### src/rtl/rlbd_pkg.sv
// ----------------------------------------------------------------------------
// Resistor-ladder button decoder package
// Shared constants, types and a helper function of the button decoder.
// ----------------------------------------------------------------------------
package rlbd_pkg;

  // Table depth and sample width.
  localparam int MAX_ENTRIES = 9;
  localparam int SAMPLE_BITS = 12;
  localparam int VSUM_BITS   = SAMPLE_BITS + 1;

  // Configuration register indexes.
  localparam logic [3:0] REG_SERIES_OHMS   = 4'd0;
  localparam logic [3:0] REG_SUPPLY_MV     = 4'd1;
  localparam logic [3:0] REG_CHECK_OHMS    = 4'd2;
  localparam logic [3:0] REG_LADDER_ENABLE = 4'd3;
  localparam logic [3:0] REG_LADDER_EXCL   = 4'd4;
  localparam logic [3:0] REG_ENTRY_COUNT   = 4'd5;
  localparam logic [3:0] REG_TOLERANCE_MV  = 4'd6;
  localparam logic [3:0] REG_MINIMUM_MV    = 4'd7;

  // Result status codes.
  localparam logic STATUS_MASK  = 1'b0;
  localparam logic STATUS_FAULT = 1'b1;

  // Item operations.
  localparam logic OP_POLL = 1'b0;
  localparam logic OP_LOAD = 1'b1;

  // One table entry as stored in the memory.
  typedef struct packed {
    logic [11:0] mv;
    logic [9:0]  spread;
    logic [19:0] ohms;
  } rlbd_entry_t;

  // Sequencer states.
  typedef enum logic [3:0] {
    S_IDLE,
    S_ROUND,
    S_SCAN,
    S_LINIT,
    S_LTEST,
    S_LM1,
    S_LM2,
    S_LM3,
    S_LCMP,
    S_FRD,
    S_FM,
    S_FCMP,
    S_EMIT
  } rlbd_state_t;

  // True when the doubled voltage lies within four spreads of twice the entry voltage.
  function automatic logic near_entry(input logic [VSUM_BITS-1:0] v,
                                      input logic [11:0] mv,
                                      input logic [9:0] spread);
    logic [13:0] c;
    logic [13:0] s;
    logic [13:0] vv;
    c  = {1'b0, mv, 1'b0};
    s  = {2'b00, spread, 2'b00};
    vv = 14'(v);
    return (vv <= c + s) && (vv + s >= c);
  endfunction

endpackage

### src/rtl/rlbd_if.sv
// ----------------------------------------------------------------------------
// Resistor-ladder button decoder channels
// Valid/ready interfaces for the item, result and configuration channels.
// ----------------------------------------------------------------------------

// Input item channel.
interface rlbd_in_if;
  logic        valid;
  logic        ready;
  logic        op;
  logic [11:0] sample_1a;
  logic [11:0] sample_1b;
  logic [11:0] sample_2a;
  logic [11:0] sample_2b;
  logic [3:0]  entry_index;
  logic [11:0] entry_mv;
  logic [9:0]  entry_spread_mv;
  logic [19:0] entry_ohms;

  modport source (output valid, op, sample_1a, sample_1b, sample_2a, sample_2b,
                  entry_index, entry_mv, entry_spread_mv, entry_ohms,
                  input ready);
  modport sink (input valid, op, sample_1a, sample_1b, sample_2a, sample_2b,
                entry_index, entry_mv, entry_spread_mv, entry_ohms,
                output ready);
endinterface

// Result channel.
interface rlbd_out_if;
  logic        valid;
  logic        ready;
  logic        status;
  logic [7:0]  button_mask;
  logic [12:0] voltage_x2;

  modport source (output valid, status, button_mask, voltage_x2, input ready);
  modport sink (input valid, status, button_mask, voltage_x2, output ready);
endinterface

// Configuration write channel.
interface rlbd_cfg_if;
  logic        valid;
  logic        ready;
  logic [3:0]  index;
  logic [19:0] data;

  modport source (output valid, index, data, input ready);
  modport sink (input valid, index, data, output ready);
endinterface

### src/rtl/resistor_ladder_button_decoder_unit.sv
// ----------------------------------------------------------------------------
// Resistor-ladder button decoder
// Filters sample pairs, matches them against a table of button voltages and
// runs an optional multi-button ladder decode; reports mask changes and faults.
// ----------------------------------------------------------------------------
//
//   Channel  Direction  Moves
//   in_ch    sink       load item (one table entry) or poll item (four samples)
//   out_ch   source     status, button mask and doubled voltage
//   cfg_ch   sink       register index and write data, always ready
//
// A load only writes the table entry; the sequencer stays idle. A poll runs
// one sample round per cycle (two at most), one single-button entry per cycle
// (up to 8) plus a scan end step, and with the ladder decode a start step, the
// LTEST, LM1, LM2, LM3 and LCMP steps per ladder entry (up to 8), the final
// bound test in FRD, FM and FCMP and a result hand-over that can wait on out_ch.
// Reset sets the sequencer, configuration, output valid and last mask; the
// datapath registers and table memory are not cleared. A new item is taken
// while a result waits in the output register; only a second result stalls
// until the first transfer completes.

module resistor_ladder_button_decoder_unit (
  input  logic       clk,
  input  logic       rst_n,
  rlbd_in_if.sink    in_ch,
  rlbd_out_if.source out_ch,
  rlbd_cfg_if.sink   cfg_ch
);

  localparam int VW = rlbd_pkg::VSUM_BITS;

  // Configuration registers.
  logic [19:0] series_r;
  logic [11:0] supply_r;
  logic [19:0] check_r;
  logic        lad_en_r;
  logic [3:0]  lad_excl_r;
  logic [3:0]  ent_cnt_r;
  logic [11:0] tol_r;
  logic [11:0] min_r;

  rlbd_pkg::rlbd_state_t state_r, state_nxt;

  // Poll context.
  logic [11:0]   s1a_r, s1b_r, s2a_r, s2b_r;
  logic          round_r, round_nxt;
  logic [VW-1:0] first_r, first_nxt;
  logic [VW-1:0] v_r, v_nxt;
  logic [3:0]    k_r, k_nxt;

  // Ladder datapath.
  logic signed [25:0] acc_r, acc_nxt;
  logic signed [25:0] d_r, d_nxt;
  logic signed [26:0] den_r, den_nxt;
  logic signed [15:0] off_r, off_nxt;
  logic signed [43:0] num_r, num_nxt;
  logic signed [43:0] lhs_r, lhs_nxt;
  logic signed [43:0] prod_r, prod_nxt;
  logic [7:0]         mask_r, mask_nxt;
  logic [3:0]         last_r, last_nxt;
  logic [3:0]         hits_r, hits_nxt;

  // Pending result and output register.
  logic          res_status_r, res_status_nxt;
  logic [7:0]    res_mask_r, res_mask_nxt;
  logic          out_valid_r;
  logic          out_status_r;
  logic [7:0]    out_mask_r;
  logic [VW-1:0] out_v_r;
  logic [7:0]    last_mask_r;
  logic          load_out;

  // Table memory.
  rlbd_pkg::rlbd_entry_t mem [rlbd_pkg::MAX_ENTRIES];
  rlbd_pkg::rlbd_entry_t rdata_r;
  logic [3:0]            rd_addr;

  logic in_xfer;
  assign in_ch.ready  = (state_r == rlbd_pkg::S_IDLE);
  assign in_xfer      = in_ch.valid && in_ch.ready;
  assign cfg_ch.ready = 1'b1;

  // Configuration writes.
  always_ff @(posedge clk) begin
    if (!rst_n) begin
      series_r   <= 20'd10000;
      supply_r   <= 12'd3300;
      check_r    <= 20'd0;
      lad_en_r   <= 1'b0;
      lad_excl_r <= 4'd0;
      ent_cnt_r  <= 4'd9;
      tol_r      <= 12'd50;
      min_r      <= 12'd100;
    end else if (cfg_ch.valid) begin
      case (cfg_ch.index)
        rlbd_pkg::REG_SERIES_OHMS:   series_r   <= cfg_ch.data;
        rlbd_pkg::REG_SUPPLY_MV:     supply_r   <= cfg_ch.data[11:0];
        rlbd_pkg::REG_CHECK_OHMS:    check_r    <= cfg_ch.data;
        rlbd_pkg::REG_LADDER_ENABLE: lad_en_r   <= cfg_ch.data[0];
        rlbd_pkg::REG_LADDER_EXCL:   lad_excl_r <= cfg_ch.data[3:0];
        rlbd_pkg::REG_ENTRY_COUNT:   ent_cnt_r  <= cfg_ch.data[3:0];
        rlbd_pkg::REG_TOLERANCE_MV:  tol_r      <= cfg_ch.data[11:0];
        rlbd_pkg::REG_MINIMUM_MV:    min_r      <= cfg_ch.data[11:0];
        default: ;
      endcase
    end
  end

  // Table memory: written by load items, read one entry per cycle.
  always_ff @(posedge clk) begin
    if (in_xfer && in_ch.op == rlbd_pkg::OP_LOAD &&
        in_ch.entry_index < 4'(rlbd_pkg::MAX_ENTRIES)) begin
      mem[in_ch.entry_index] <= '{mv: in_ch.entry_mv, spread: in_ch.entry_spread_mv,
                                  ohms: in_ch.entry_ohms};
    end
    if (rd_addr < 4'(rlbd_pkg::MAX_ENTRIES)) begin
      rdata_r <= mem[rd_addr];
    end
  end

  assign rd_addr = k_nxt;

  // Sample round evaluation.
  logic [11:0]   smp_a, smp_b, smp_diff;
  logic [VW-1:0] smp_sum, smp_dv;
  logic          rnd_reject, rnd_fault, rnd_idle;

  always_comb begin
    smp_a      = round_r ? s2a_r : s1a_r;
    smp_b      = round_r ? s2b_r : s1b_r;
    smp_diff   = (smp_a > smp_b) ? smp_a - smp_b : smp_b - smp_a;
    smp_sum    = {1'b0, smp_a} + {1'b0, smp_b};
    smp_dv     = (smp_sum > first_r) ? smp_sum - first_r : first_r - smp_sum;
    rnd_reject = (smp_diff > tol_r) || (round_r && (smp_dv > {tol_r, 1'b0}));
    rnd_fault  = (check_r != 20'd0) && (smp_sum < {min_r, 1'b0});
    rnd_idle   = rlbd_pkg::near_entry(smp_sum, rdata_r.mv, rdata_r.spread);
  end

  // Entry limits.
  logic [3:0]        n_used;
  logic signed [5:0] lad_top;
  logic              k_past_top;
  assign n_used     = (ent_cnt_r > 4'(rlbd_pkg::MAX_ENTRIES)) ?
                      4'(rlbd_pkg::MAX_ENTRIES) : ent_cnt_r;
  assign lad_top    = $signed({2'b00, n_used}) - $signed({2'b00, lad_excl_r});
  assign k_past_top = $signed({2'b00, k_r}) >= lad_top;

  // Shared multiplier.
  logic signed [15:0] mul_a;
  logic signed [27:0] mul_b;
  logic signed [43:0] mul_p;
  logic signed [27:0] den_ext;
  assign den_ext = 28'(den_r);
  assign mul_p   = 44'(mul_a) * 44'(mul_b);

  // Cross-multiplied bound compare.
  logic signed [43:0] rhs;
  logic               bound_ok;
  assign rhs      = (num_r <<< 1) + prod_r;
  assign bound_ok = (den_r > 27'sd0) ? (lhs_r <= rhs) :
                    (den_r < 27'sd0) ? (lhs_r >= rhs) : 1'b0;

  logic [7:0] bit_k, bit_last;
  assign bit_k    = 8'd1 << 3'(k_r - 4'd1);
  assign bit_last = 8'd1 << 3'(last_r - 4'd1);

  logic [7:0] fin_mask;
  logic [3:0] fin_hits;

  // Sequencer: next state and datapath control.
  always_comb begin
    state_nxt      = state_r;
    round_nxt      = round_r;
    first_nxt      = first_r;
    v_nxt          = v_r;
    k_nxt          = k_r;
    acc_nxt        = acc_r;
    d_nxt          = d_r;
    den_nxt        = den_r;
    off_nxt        = off_r;
    num_nxt        = num_r;
    lhs_nxt        = lhs_r;
    prod_nxt       = prod_r;
    mask_nxt       = mask_r;
    last_nxt       = last_r;
    hits_nxt       = hits_r;
    res_status_nxt = res_status_r;
    res_mask_nxt   = res_mask_r;
    mul_a          = '0;
    mul_b          = '0;
    load_out       = 1'b0;
    fin_mask       = mask_r;
    fin_hits       = hits_r;

    case (state_r)
      rlbd_pkg::S_IDLE: begin
        k_nxt     = 4'd0;
        round_nxt = 1'b0;
        if (in_xfer && in_ch.op == rlbd_pkg::OP_POLL) begin
          state_nxt = rlbd_pkg::S_ROUND;
        end
      end

      // One sample round per cycle; entry 0 is on the read port.
      rlbd_pkg::S_ROUND: begin
        if (rnd_reject) begin
          state_nxt = rlbd_pkg::S_IDLE;
        end else if (rnd_fault) begin
          v_nxt          = smp_sum;
          res_status_nxt = rlbd_pkg::STATUS_FAULT;
          res_mask_nxt   = 8'd0;
          state_nxt      = rlbd_pkg::S_EMIT;
        end else if (rnd_idle) begin
          v_nxt          = smp_sum;
          res_status_nxt = rlbd_pkg::STATUS_MASK;
          res_mask_nxt   = 8'd0;
          state_nxt      = rlbd_pkg::S_EMIT;
        end else if (!round_r) begin
          first_nxt = smp_sum;
          round_nxt = 1'b1;
        end else begin
          v_nxt     = smp_sum;
          k_nxt     = 4'd1;
          state_nxt = rlbd_pkg::S_SCAN;
        end
      end

      // Single-button scan, one entry per cycle.
      rlbd_pkg::S_SCAN: begin
        if (k_r >= n_used) begin
          if (lad_en_r) begin
            k_nxt     = 4'd0;
            state_nxt = rlbd_pkg::S_LINIT;
          end else begin
            state_nxt = rlbd_pkg::S_IDLE;
          end
        end else if (rlbd_pkg::near_entry(v_r, rdata_r.mv, rdata_r.spread)) begin
          res_status_nxt = rlbd_pkg::STATUS_MASK;
          res_mask_nxt   = bit_k;
          state_nxt      = rlbd_pkg::S_EMIT;
        end else begin
          k_nxt = k_r + 4'd1;
        end
      end

      // Ladder start: accumulator from entry 0 and the check resistor.
      rlbd_pkg::S_LINIT: begin
        acc_nxt   = $signed({6'd0, rdata_r.ohms}) + $signed({6'd0, check_r});
        mask_nxt  = 8'd0;
        hits_nxt  = 4'd0;
        last_nxt  = 4'd0;
        k_nxt     = 4'd1;
        state_nxt = rlbd_pkg::S_LTEST;
      end

      rlbd_pkg::S_LTEST: begin
        if (k_past_top) begin
          if (mask_r != 8'd0) begin
            k_nxt     = last_r;
            state_nxt = rlbd_pkg::S_FRD;
          end else begin
            state_nxt = rlbd_pkg::S_IDLE;
          end
        end else begin
          d_nxt     = acc_r - $signed({6'd0, rdata_r.ohms});
          den_nxt   = $signed({7'd0, series_r}) + 27'(d_nxt);
          off_nxt   = $signed({4'd0, rdata_r.spread, 2'b00});
          state_nxt = rlbd_pkg::S_LM1;
        end
      end

      rlbd_pkg::S_LM1: begin
        mul_a     = $signed({4'd0, supply_r});
        mul_b     = 28'(d_r);
        num_nxt   = mul_p;
        state_nxt = rlbd_pkg::S_LM2;
      end

      rlbd_pkg::S_LM2: begin
        mul_a     = $signed(16'(v_r));
        mul_b     = den_ext;
        lhs_nxt   = mul_p;
        state_nxt = rlbd_pkg::S_LM3;
      end

      rlbd_pkg::S_LM3: begin
        mul_a     = off_r;
        mul_b     = den_ext;
        prod_nxt  = mul_p;
        state_nxt = rlbd_pkg::S_LCMP;
      end

      rlbd_pkg::S_LCMP: begin
        if (bound_ok) begin
          mask_nxt = mask_r | bit_k;
          last_nxt = k_r;
          hits_nxt = hits_r + 4'd1;
          acc_nxt  = d_r;
        end
        k_nxt     = k_r + 4'd1;
        state_nxt = rlbd_pkg::S_LTEST;
      end

      // Lower bound on the last tested entry, offset by the last match.
      rlbd_pkg::S_FRD: begin
        off_nxt   = 16'sd0 - $signed({3'd0, rdata_r.spread, 3'b000});
        state_nxt = rlbd_pkg::S_FM;
      end

      rlbd_pkg::S_FM: begin
        mul_a     = off_r;
        mul_b     = den_ext;
        prod_nxt  = mul_p;
        state_nxt = rlbd_pkg::S_FCMP;
      end

      rlbd_pkg::S_FCMP: begin
        if (bound_ok) begin
          fin_mask = mask_r & ~bit_last;
          fin_hits = hits_r - 4'd1;
        end
        mask_nxt = fin_mask;
        hits_nxt = fin_hits;
        if (fin_hits < 4'd2 || fin_mask == 8'd0) begin
          state_nxt = rlbd_pkg::S_IDLE;
        end else begin
          res_status_nxt = rlbd_pkg::STATUS_MASK;
          res_mask_nxt   = fin_mask;
          state_nxt      = rlbd_pkg::S_EMIT;
        end
      end

      // Hand the result to the output register, dropping unchanged masks.
      rlbd_pkg::S_EMIT: begin
        if (res_status_r == rlbd_pkg::STATUS_MASK && res_mask_r == last_mask_r) begin
          state_nxt = rlbd_pkg::S_IDLE;
        end else if (!out_valid_r || out_ch.ready) begin
          load_out  = 1'b1;
          state_nxt = rlbd_pkg::S_IDLE;
        end
      end

      default: begin
        state_nxt = rlbd_pkg::S_IDLE;
      end
    endcase
  end

  // State register.
  always_ff @(posedge clk) begin
    if (!rst_n) begin
      state_r <= rlbd_pkg::S_IDLE;
    end else begin
      state_r <= state_nxt;
    end
  end

  // Datapath registers.
  always_ff @(posedge clk) begin
    round_r      <= round_nxt;
    first_r      <= first_nxt;
    v_r          <= v_nxt;
    k_r          <= k_nxt;
    acc_r        <= acc_nxt;
    d_r          <= d_nxt;
    den_r        <= den_nxt;
    off_r        <= off_nxt;
    num_r        <= num_nxt;
    lhs_r        <= lhs_nxt;
    prod_r       <= prod_nxt;
    mask_r       <= mask_nxt;
    last_r       <= last_nxt;
    hits_r       <= hits_nxt;
    res_status_r <= res_status_nxt;
    res_mask_r   <= res_mask_nxt;
    if (in_xfer) begin
      s1a_r <= in_ch.sample_1a;
      s1b_r <= in_ch.sample_1b;
      s2a_r <= in_ch.sample_2a;
      s2b_r <= in_ch.sample_2b;
    end
  end

  // Output register and last reported mask.
  always_ff @(posedge clk) begin
    if (!rst_n) begin
      out_valid_r <= 1'b0;
      last_mask_r <= 8'd0;
    end else begin
      if (load_out) begin
        out_valid_r <= 1'b1;
        if (res_status_r == rlbd_pkg::STATUS_MASK) begin
          last_mask_r <= res_mask_r;
        end
      end else if (out_ch.ready) begin
        out_valid_r <= 1'b0;
      end
    end
  end

  always_ff @(posedge clk) begin
    if (load_out) begin
      out_status_r <= res_status_r;
      out_mask_r   <= res_mask_r;
      out_v_r      <= v_r;
    end
  end

  assign out_ch.valid       = out_valid_r;
  assign out_ch.status      = out_status_r;
  assign out_ch.button_mask = out_mask_r;
  assign out_ch.voltage_x2  = out_v_r;

`ifndef SYNTHESIS
  // A reported mask becomes the new reference mask.
  a_last_mask_follows: assert property (@(posedge clk) disable iff (!rst_n)
    (load_out && res_status_r == rlbd_pkg::STATUS_MASK) |=> last_mask_r == out_ch.button_mask)
    else $error("last mask not updated by reported result");

  // Fault results never carry a button.
  a_fault_mask_zero: assert property (@(posedge clk) disable iff (!rst_n)
    (out_ch.valid && out_ch.status == rlbd_pkg::STATUS_FAULT) |-> out_ch.button_mask == 8'd0)
    else $error("fault result with nonzero mask");

  // During the ladder walk the match count equals the set mask bits.
  a_hits_match_mask: assert property (@(posedge clk) disable iff (!rst_n)
    (state_r == rlbd_pkg::S_LTEST) |-> 32'(hits_r) == $countones(mask_r))
    else $error("ladder match count out of step with mask");

  // A result is never loaded over one that waits.
  a_no_overwrite: assert property (@(posedge clk) disable iff (!rst_n)
    (load_out && out_valid_r) |-> out_ch.ready)
    else $error("output register overwritten");
`endif

endmodule
### src/flat_wrapper.sv
// flat-port wrapper written by rule: the top's interface ports become plain ports
module resistor_ladder_button_decoder_unit_flat 
  (clk, rst_n, in_ch_valid, in_ch_op, in_ch_sample_1a, in_ch_sample_1b, in_ch_sample_2a, in_ch_sample_2b, in_ch_entry_index, in_ch_entry_mv, in_ch_entry_spread_mv, in_ch_entry_ohms, in_ch_ready, out_ch_valid, out_ch_status, out_ch_button_mask, out_ch_voltage_x2, out_ch_ready, cfg_ch_valid, cfg_ch_index, cfg_ch_data, cfg_ch_ready);
  rlbd_in_if in_ch_i ();
  rlbd_out_if out_ch_i ();
  rlbd_cfg_if cfg_ch_i ();
  input  logic clk;
  input  logic rst_n;
  input wire logic [$bits(in_ch_i.valid)-1:0] in_ch_valid;
  input wire logic [$bits(in_ch_i.op)-1:0] in_ch_op;
  input wire logic [$bits(in_ch_i.sample_1a)-1:0] in_ch_sample_1a;
  input wire logic [$bits(in_ch_i.sample_1b)-1:0] in_ch_sample_1b;
  input wire logic [$bits(in_ch_i.sample_2a)-1:0] in_ch_sample_2a;
  input wire logic [$bits(in_ch_i.sample_2b)-1:0] in_ch_sample_2b;
  input wire logic [$bits(in_ch_i.entry_index)-1:0] in_ch_entry_index;
  input wire logic [$bits(in_ch_i.entry_mv)-1:0] in_ch_entry_mv;
  input wire logic [$bits(in_ch_i.entry_spread_mv)-1:0] in_ch_entry_spread_mv;
  input wire logic [$bits(in_ch_i.entry_ohms)-1:0] in_ch_entry_ohms;
  output wire logic [$bits(in_ch_i.ready)-1:0] in_ch_ready;
  output wire logic [$bits(out_ch_i.valid)-1:0] out_ch_valid;
  output wire logic [$bits(out_ch_i.status)-1:0] out_ch_status;
  output wire logic [$bits(out_ch_i.button_mask)-1:0] out_ch_button_mask;
  output wire logic [$bits(out_ch_i.voltage_x2)-1:0] out_ch_voltage_x2;
  input wire logic [$bits(out_ch_i.ready)-1:0] out_ch_ready;
  input wire logic [$bits(cfg_ch_i.valid)-1:0] cfg_ch_valid;
  input wire logic [$bits(cfg_ch_i.index)-1:0] cfg_ch_index;
  input wire logic [$bits(cfg_ch_i.data)-1:0] cfg_ch_data;
  output wire logic [$bits(cfg_ch_i.ready)-1:0] cfg_ch_ready;
  assign in_ch_i.valid = in_ch_valid;
  assign in_ch_i.op = in_ch_op;
  assign in_ch_i.sample_1a = in_ch_sample_1a;
  assign in_ch_i.sample_1b = in_ch_sample_1b;
  assign in_ch_i.sample_2a = in_ch_sample_2a;
  assign in_ch_i.sample_2b = in_ch_sample_2b;
  assign in_ch_i.entry_index = in_ch_entry_index;
  assign in_ch_i.entry_mv = in_ch_entry_mv;
  assign in_ch_i.entry_spread_mv = in_ch_entry_spread_mv;
  assign in_ch_i.entry_ohms = in_ch_entry_ohms;
  assign in_ch_ready = in_ch_i.ready;
  assign out_ch_valid = out_ch_i.valid;
  assign out_ch_status = out_ch_i.status;
  assign out_ch_button_mask = out_ch_i.button_mask;
  assign out_ch_voltage_x2 = out_ch_i.voltage_x2;
  assign out_ch_i.ready = out_ch_ready;
  assign cfg_ch_i.valid = cfg_ch_valid;
  assign cfg_ch_i.index = cfg_ch_index;
  assign cfg_ch_i.data = cfg_ch_data;
  assign cfg_ch_ready = cfg_ch_i.ready;
  resistor_ladder_button_decoder_unit u_core (.clk(clk), .rst_n(rst_n), .in_ch(in_ch_i), .out_ch(out_ch_i), .cfg_ch(cfg_ch_i));
endmodule
### config.mk
export PLATFORM = sky130hd
export DESIGN_NAME = resistor_ladder_button_decoder_unit_flat
export DESIGN_NICKNAME = d
export VERILOG_FILES = /design/src/rtl/rlbd_pkg.sv /design/src/rtl/rlbd_if.sv /design/src/rtl/resistor_ladder_button_decoder_unit.sv /design/src/flat_wrapper.sv
export SDC_FILE = /design/constraint.sdc
export NUM_CORES = 2
export LEC_CHECK = 0
export BUFFER_PORTS_ARGS = -buffer_cell sky130_fd_sc_hd__buf_2
export CAP_MARGIN = 20
export CORE_MARGIN = 2
export CORE_UTILIZATION = 50
export DETAILED_ROUTE_END_ITERATION = 7
export PLACE_DENSITY = 0.72
export RECOVER_POWER = 100
export SYNTH_ARGS = -nofsm -noshare
export SYNTH_HDL_FRONTEND = slang
export SYNTH_SLANG_ARGS = --single-unit
### constraint.sdc
create_clock -name clk -period 8.7 [get_ports clk]
set_clock_uncertainty 0.1 [all_clocks]
set_input_delay 0.87 -clock clk [delete_from_list [all_inputs] [get_ports clk]]
set_output_delay 0.87 -clock clk [all_outputs]
set_load 0.005 [all_outputs]
* Word-level counts from Yosys, hierarchy flattened *
Memory sizes are Yosys's and may differ from the RTL's. A register that Yosys moved wholly into a read port is not among the register bits.
Index checks and enable logic that the tools add are counted.

cells by class
  add/sub/neg operators = 19
  multiply operators = 1
  divide/modulo/power cells = 0
  order comparisons = 19
  eq/ne operators = 33
  shifts and indexed selects = 2
  multiplexer cells = 75
  bitwise gates (word level) = 10
  reduce and logical (&&, ||, !) cells = 46

operators with widths
  cell                 count
  $mux 4               26
  $mux 8               9
  $pmux 28 s2          1
  $mux 13              4
  $pmux 26 s2          1
  $pmux 16 s3          1
  $pmux 4 s12          1
  $pmux 8 s3           2
  $add 44x44->44       1
  $ge 44x44->1         1
  $le 44x44->1         1
  $mul 16x28->44       1
  $add 13x12->14       3
  $mux 12              3
  $eq 4x3->1 const B   8
  $pmux 16 s2          1
  $ge 14x13->1         2
  $le 13x14->1         2
  $add 21x26->27       1
  $gt 27x1->1 const B  1
  $lt 27x1->1 const B  1
  $gt 13x13->1         2
  $mux 26              1
  $reduce_and 2->1     13
  53 further kinds     118

storage, ports and cells
  flip-flop bits (word level) = 450
  bits in latches = 0
  RAM bits = 378
  memory bits (read-only) = 0
  word-level logic and storage cells = 240
  memories = 1

memories
  name        words  width  rd ports  clocked after memory_dff  wr ports  RTL line                                   RTL
  u_core.mem  9      42     1         1                         1         resistor_ladder_button_decoder_unit.sv:74  rlbd_pkg::rlbd_entry_t mem [rlbd_pkg::MAX_ENTRIES];

* Depth between registers and ports, before layout *
  depth in word-level cells = 10
  mapped depth = 44

* Worst setup path before layout *
No wires, ideal clock.

  kind = reg2reg
  start = reg u_core.state_r[1]
  end = reg u_core.lhs_r[42] (data pin)
  library setup time = 0.273 ns
  arrival = 9.116 ns
  data required time = 8.327 ns
  slack = -0.789 ns
  stages on the path, launching flop included = 31
  clock period less this slack = 9.489 ns
  cells stage by stage = dfxtp_1 clkbuf_1 clkbuf_1 nor3_1 clkbuf_1 clkbuf_1 clkbuf_1 a22oi_1 nor2_1 fa_1 inv_1 fa_1 fa_1 inv_1 fa_1 fa_1 inv_1 fa_1 inv_1 ha_1 a21o_1 a21oi_1 o21ai_0 o2bb2ai_1 a2111oi_0 nor2_1 a21oi_1 o2111ai_1 a21oi_1 o21ai_0 xor2_1

on the way
  word-level cells in the longest chain between the ends = 4
  elaborated cells on any way between the ends = 9
  classes of those cells = mul: 1; eq/ne: 4; mux: 2; reduce/logical: 2

RTL lines
  what                                                          RTL line                                    RTL
  start: declaration                                            resistor_ladder_button_decoder_unit.sv:42   rlbd_pkg::rlbd_state_t state_r, state_nxt;
  start signal: assignment                                      resistor_ladder_button_decoder_unit.sv:352  state_r <= rlbd_pkg::S_IDLE;
  start signal: assignment                                      resistor_ladder_button_decoder_unit.sv:354  state_r <= state_nxt;
  $eq 4x3->1 or $eq 4x4->1 (tied branches)                      resistor_ladder_button_decoder_unit.sv:195  case (state_r)
  $reduce_or 3->1 (no line) or $reduce_or 2->1 (tied branches)  --
  $pmux 28 s2 or $pmux 16 s3 (tied branches)                    resistor_ladder_button_decoder_unit.sv:195
  $mul 16x28->44 *                                              resistor_ladder_button_decoder_unit.sv:154  assign mul_p = 44'(mul_a) * 44'(mul_b);
  named net u_core.mul_p[42]                                    resistor_ladder_button_decoder_unit.sv:151  logic signed [43:0] mul_p;
  end signal: assignment                                        resistor_ladder_button_decoder_unit.sv:369  lhs_r <= lhs_nxt;
  end: declaration                                              resistor_ladder_button_decoder_unit.sv:57   logic signed [43:0] lhs_r, lhs_nxt;

The timed path passes the listed nets; every way through them passes the cells marked *.
A chain may end at the register's enable or synchronous reset.

* Final worst setup path *
  start = reg u_core.state_r[1]
  end = reg u_core.prod_r[41] (data pin)

on the way
  word-level cells in the longest chain between the ends = 4
  elaborated cells on any way between the ends = 9
  classes of those cells = mul: 1; eq/ne: 4; mux: 2; reduce/logical: 2

RTL lines
  what                                                          RTL line                                    RTL
  $eq 4x3->1 or $eq 4x4->1 (tied branches)                      resistor_ladder_button_decoder_unit.sv:195
  $reduce_or 3->1 (no line) or $reduce_or 2->1 (tied branches)  --
  $pmux 28 s2 or $pmux 16 s3 (tied branches)                    resistor_ladder_button_decoder_unit.sv:195
  $mul 16x28->44 *                                              resistor_ladder_button_decoder_unit.sv:154
  named net u_core.mul_p[41]                                    resistor_ladder_button_decoder_unit.sv:151
  end signal: assignment                                        resistor_ladder_button_decoder_unit.sv:370  prod_r <= prod_nxt;
  end: declaration                                              resistor_ladder_button_decoder_unit.sv:58   logic signed [43:0] prod_r, prod_nxt;

Marked as above.

==> flow_metrics.env <==
export IMPL_status="finished with violations"
export IMPL_violations="capacitance limit, slew limit"
export IMPL_synth_nets=6479
export IMPL_die_height_um=349
export IMPL_p_seq_share_pct=27.4
export IMPL_cts_buffers=92
export IMPL_grt_pass1_vias=41800
export IMPL_nFillCells=9952
export IMPL_htreeDepth=3
export IMPL_vdd_ir_drop_max_v=0.000363
export IMPL_hold_class="in -> reg"
export IMPL_synth_avg_cell_area_um2=10.8
export IMPL_power_density_nw_per_um2=313
export IMPL_synth_cell_types=91
export IMPL_cts_hold_buf=0
export IMPL_clock_root_buffer="clkbuf_16"
export IMPL_endpoint_kind="flop"
export IMPL_worstSetupStartpoint="u_core.state_r[1]"
export IMPL_grt_overflow_total=0
export IMPL_drive_above_1_share_pct=8.01
export IMPL_io_buffers=147
export IMPL_routed_wl_um=152000
export IMPL_place_inst=7152
export IMPL_cts_tree="yes"
export IMPL_hold_violations=0
export IMPL_switching_share_pct=41.2
export IMPL_clock_sinks=866
export IMPL_cts_max_path_buffers=3
export IMPL_num_vias=41800
export IMPL_slew_viol_final=592
export IMPL_dp_slack_ns=-0.0310
export IMPL_yosysSeqAreaShare_pct=42.0
export IMPL_syn_area_um2=59500
export IMPL_final_nets=6712
export IMPL_period_share_pct=96.0
export IMPL_crit_path_max_incr_delay_ns=0.55
export IMPL_path_class="reg -> reg"
export IMPL_tightest_slew_ns=3.87
export IMPL_area_growth_pct=11.1
export IMPL_fmaxAchievable_ghz=0.120
export IMPL_worstHoldStart="in_ch_sample_1b[6]"
export IMPL_fin_setup_tns_ns=0
export IMPL_cp_max_fo=65
export IMPL_io_pins=149
export IMPL_ant_nets=0
export IMPL_dieArea_um2=122000
export IMPL_die_x_um=349
export IMPL_row_count=126
export IMPL_coreArea_um2=118000
export IMPL_start_util_pct=50.4
export IMPL_slew_limit_headroom_pct=-158
export IMPL_synth_edf_count=764
export IMPL_placement_cell_area_um2=63000
export IMPL_clk_pin_slew_ns=0.06
export IMPL_crit_arrival_ns=8.65
export IMPL_crit_buf_inv=6
export IMPL_mostFrequentLayoutCells="764 x edfxtp_1, 702 x inv_1, 664 x nand2_1"
export IMPL_start_kind="flop"
export IMPL_final_design_area_no_fill_um2=66100
export IMPL_via_per_inst=5.69
export IMPL_period_needed_ns=8.35
export IMPL_r2r_start="u_core.state_r[1]"
export IMPL_synthesis_instances=5486
export IMPL_grt_max_degree=98
export IMPL_gp_congestion=0.974
export IMPL_stdcell_count=7333
export IMPL_wl_per_cell_um=20.7
export IMPL_finalSetupViolCount=0
export IMPL_drtIter0Drc=3833
export IMPL_switchingPower_mw=8.51
export IMPL_comb_power_share_pct=53.2
export IMPL_antenna_found_initial=11
export IMPL_utilization_pct=56.0
export IMPL_dr_pass1_iters=7
export IMPL_clock_latency_ns=0.71
export IMPL_synth_async_reset_ratio_pct=0
export IMPL_max_cap_viol_count=14
export IMPL_required_ns=8.99
export IMPL_yosys_most_used_dff="edfxtp_1"
export IMPL_synth_warnings=0
export IMPL_leakagePower_nw=27.2
export IMPL_worst_slack_ns=0.347
export IMPL_grt_pass1_wl_um=234000
export IMPL_internal_power_mw=12.2
export IMPL_drc=0
export IMPL_place_hpwl_um=113000
export IMPL_ys_seq_elements=866
export IMPL_power_share_clock_pct=19.3
export IMPL_cp_top_family="adder cells"
export IMPL_crit_slowest_cell="fa_1"
export IMPL_track_usage_pct=24.7
export IMPL_cpMostUsedCell="fa_1"
export IMPL_final_common_cell="edfxtp_1"
==> stage by stage <==
step / total power [mW] / hold slack [ns]
2_1_floorplan: 13.5 / 0.332
3_3_place_gp: 16.4 / 0.349
3_5_place_dp: 16.6 / 0.357
4_1_cts: 20.7 / 0.184
5_1_grt: 22.2 / 0.202
6_report: 20.7 / 0.227
==> synth_stat cells, types with 8 or more instances <==
library cell    n  area [um^2]
nand2b_1       45          282
nand3b_1       10         75.1
buf_2          20          100
a22o_1         57          499
or2_2          12         75.1
o21bai_1       38          285
nand4_1        41          257
nor3_1         52          260
xor2_1         80          701
a2111oi_0       8         70.1
nor2_1        380         1430
o21a_1         35          263
and2_1         22          138
o31ai_1        14          105
a221oi_1        8         70.1
mux2i_1       145         1450
or3_1          16          100
edfxtp_1      764        22900
xnor2_1       157         1380
a32oi_1        23          201
a31oi_1        68          425
nor3b_1         8         60.1
and4_1          8         70.1
a222oi_1       21          210
ha_1          446         5580
a21o_1         87          653
nand2_1       666         2500
fa_1          423         8470
buf_4          10         75.1
a211oi_1       26          195
nor4_1         26          163
nand3_1        90          450
a32o_1         23          230
buf_1          11         41.3
a21boi_0       61          458
o211ai_1       25          188
o21ai_0       135          676
dfxtp_1       102         2040
a21oi_1       219         1100
nor2b_1        62          388
clkbuf_1      145          544
a22oi_1        44          330
and3_1         30          188
inv_1         703         2640
==> layer usage <==
layer / GRT usage [%] / wire, um
met3: 3.87 / 11400
met1: 32.7 / 62900
met2: 40.9 / 71300
met4: 9.63 / 6030
met5: 0 / 82
==> state kept, by name (all words and copies together), names as in the netlist, 13 cells and up <==
| name | cells |
|---|---|
| u_core.v_r | 13 |
| u_core.lhs_r | 44 |
| u_core.first_r | 13 |
| u_core.num_r | 43 |
| u_core.acc_r | 26 |
| u_core.mem | 378 |
| u_core.rdata_r | 42 |
| u_core.den_r | 27 |
| u_core.series_r | 20 |
| u_core.out_ch.voltage_x2 | 13 |
| u_core.check_r | 20 |
| u_core.d_r | 26 |
| u_core.prod_r | 44 |
==> repair_timing <==
action,CTS,global route
setup buffers,0,7
gates resized for setup,2,26
gates cloned,0,2
endpoints found under the setup margin,6,106
pin swaps,0,5
==> cell type report <==
class / count / area [um^2] / area share [%]
Multi-Input combinational cell: 3724 / 31200 / 47.2
Sequential cell: 866 / 25000 / 37.8
Inverter: 705 / 2650 / 4.00
Clock buffer: 111 / 2430 / 3.68
Timing Repair Buffer: 330 / 2190 / 3.32
Tap cell: 1536 / 1920 / 2.91
Clock inverter: 58 / 698 / 1.06
Antenna cell: 3 / 7.51 / 0.0114
==> worst register-to-register path: cells and delay by family, from the launching register on <==
kind                       cells  cell delay (ns)
buffers and inverters          6             0.95
xor gates and xnor gates       1             0.18
DFF                            1             0.31
adders and majority gates      7             3.50
and+or+nand+nor                4             0.86
AOI/OAI and AO/OA             10             2.16
==> path summary, 6_finish.rpt <==
| check | to | slack, ns | cells past startpoint |
|---|---|---|---|
| min | u_core.s1b_r[6] | 0.23 | 1 |
| max | u_core.prod_r[41] | 0.35 | 28 |
| max reg2reg | u_core.prod_r[41] | 0.35 | 28 |
| min reg2reg | u_core.supply_r[11] | 0.37 | 2 |
==> power groups by stage <==
stage	logic, mW	registers, mW	clock network, mW
floorplan	8.05	5.46	0
global placement	10.7	5.72	0
detailed placement	10.9	5.73	0
CTS	11.0	5.64	4.06
global route	12.3	5.68	4.22
finish	11.0	5.67	3.99
==> cells by family after synthesis <==
group / share of synthesized area [%]
AND/OR/NAND/NOR: 11.1
flip-flops: 42.0
AO/OA/AOI/OAI: 11.4
adder cells (fa/ha/maj): 23.6
XOR/XNOR: 3.49
multiplexers: 2.55
other: 0.00630
buffers and inverters: 5.82
Note: power is estimated with default switching activity, not from simulation.
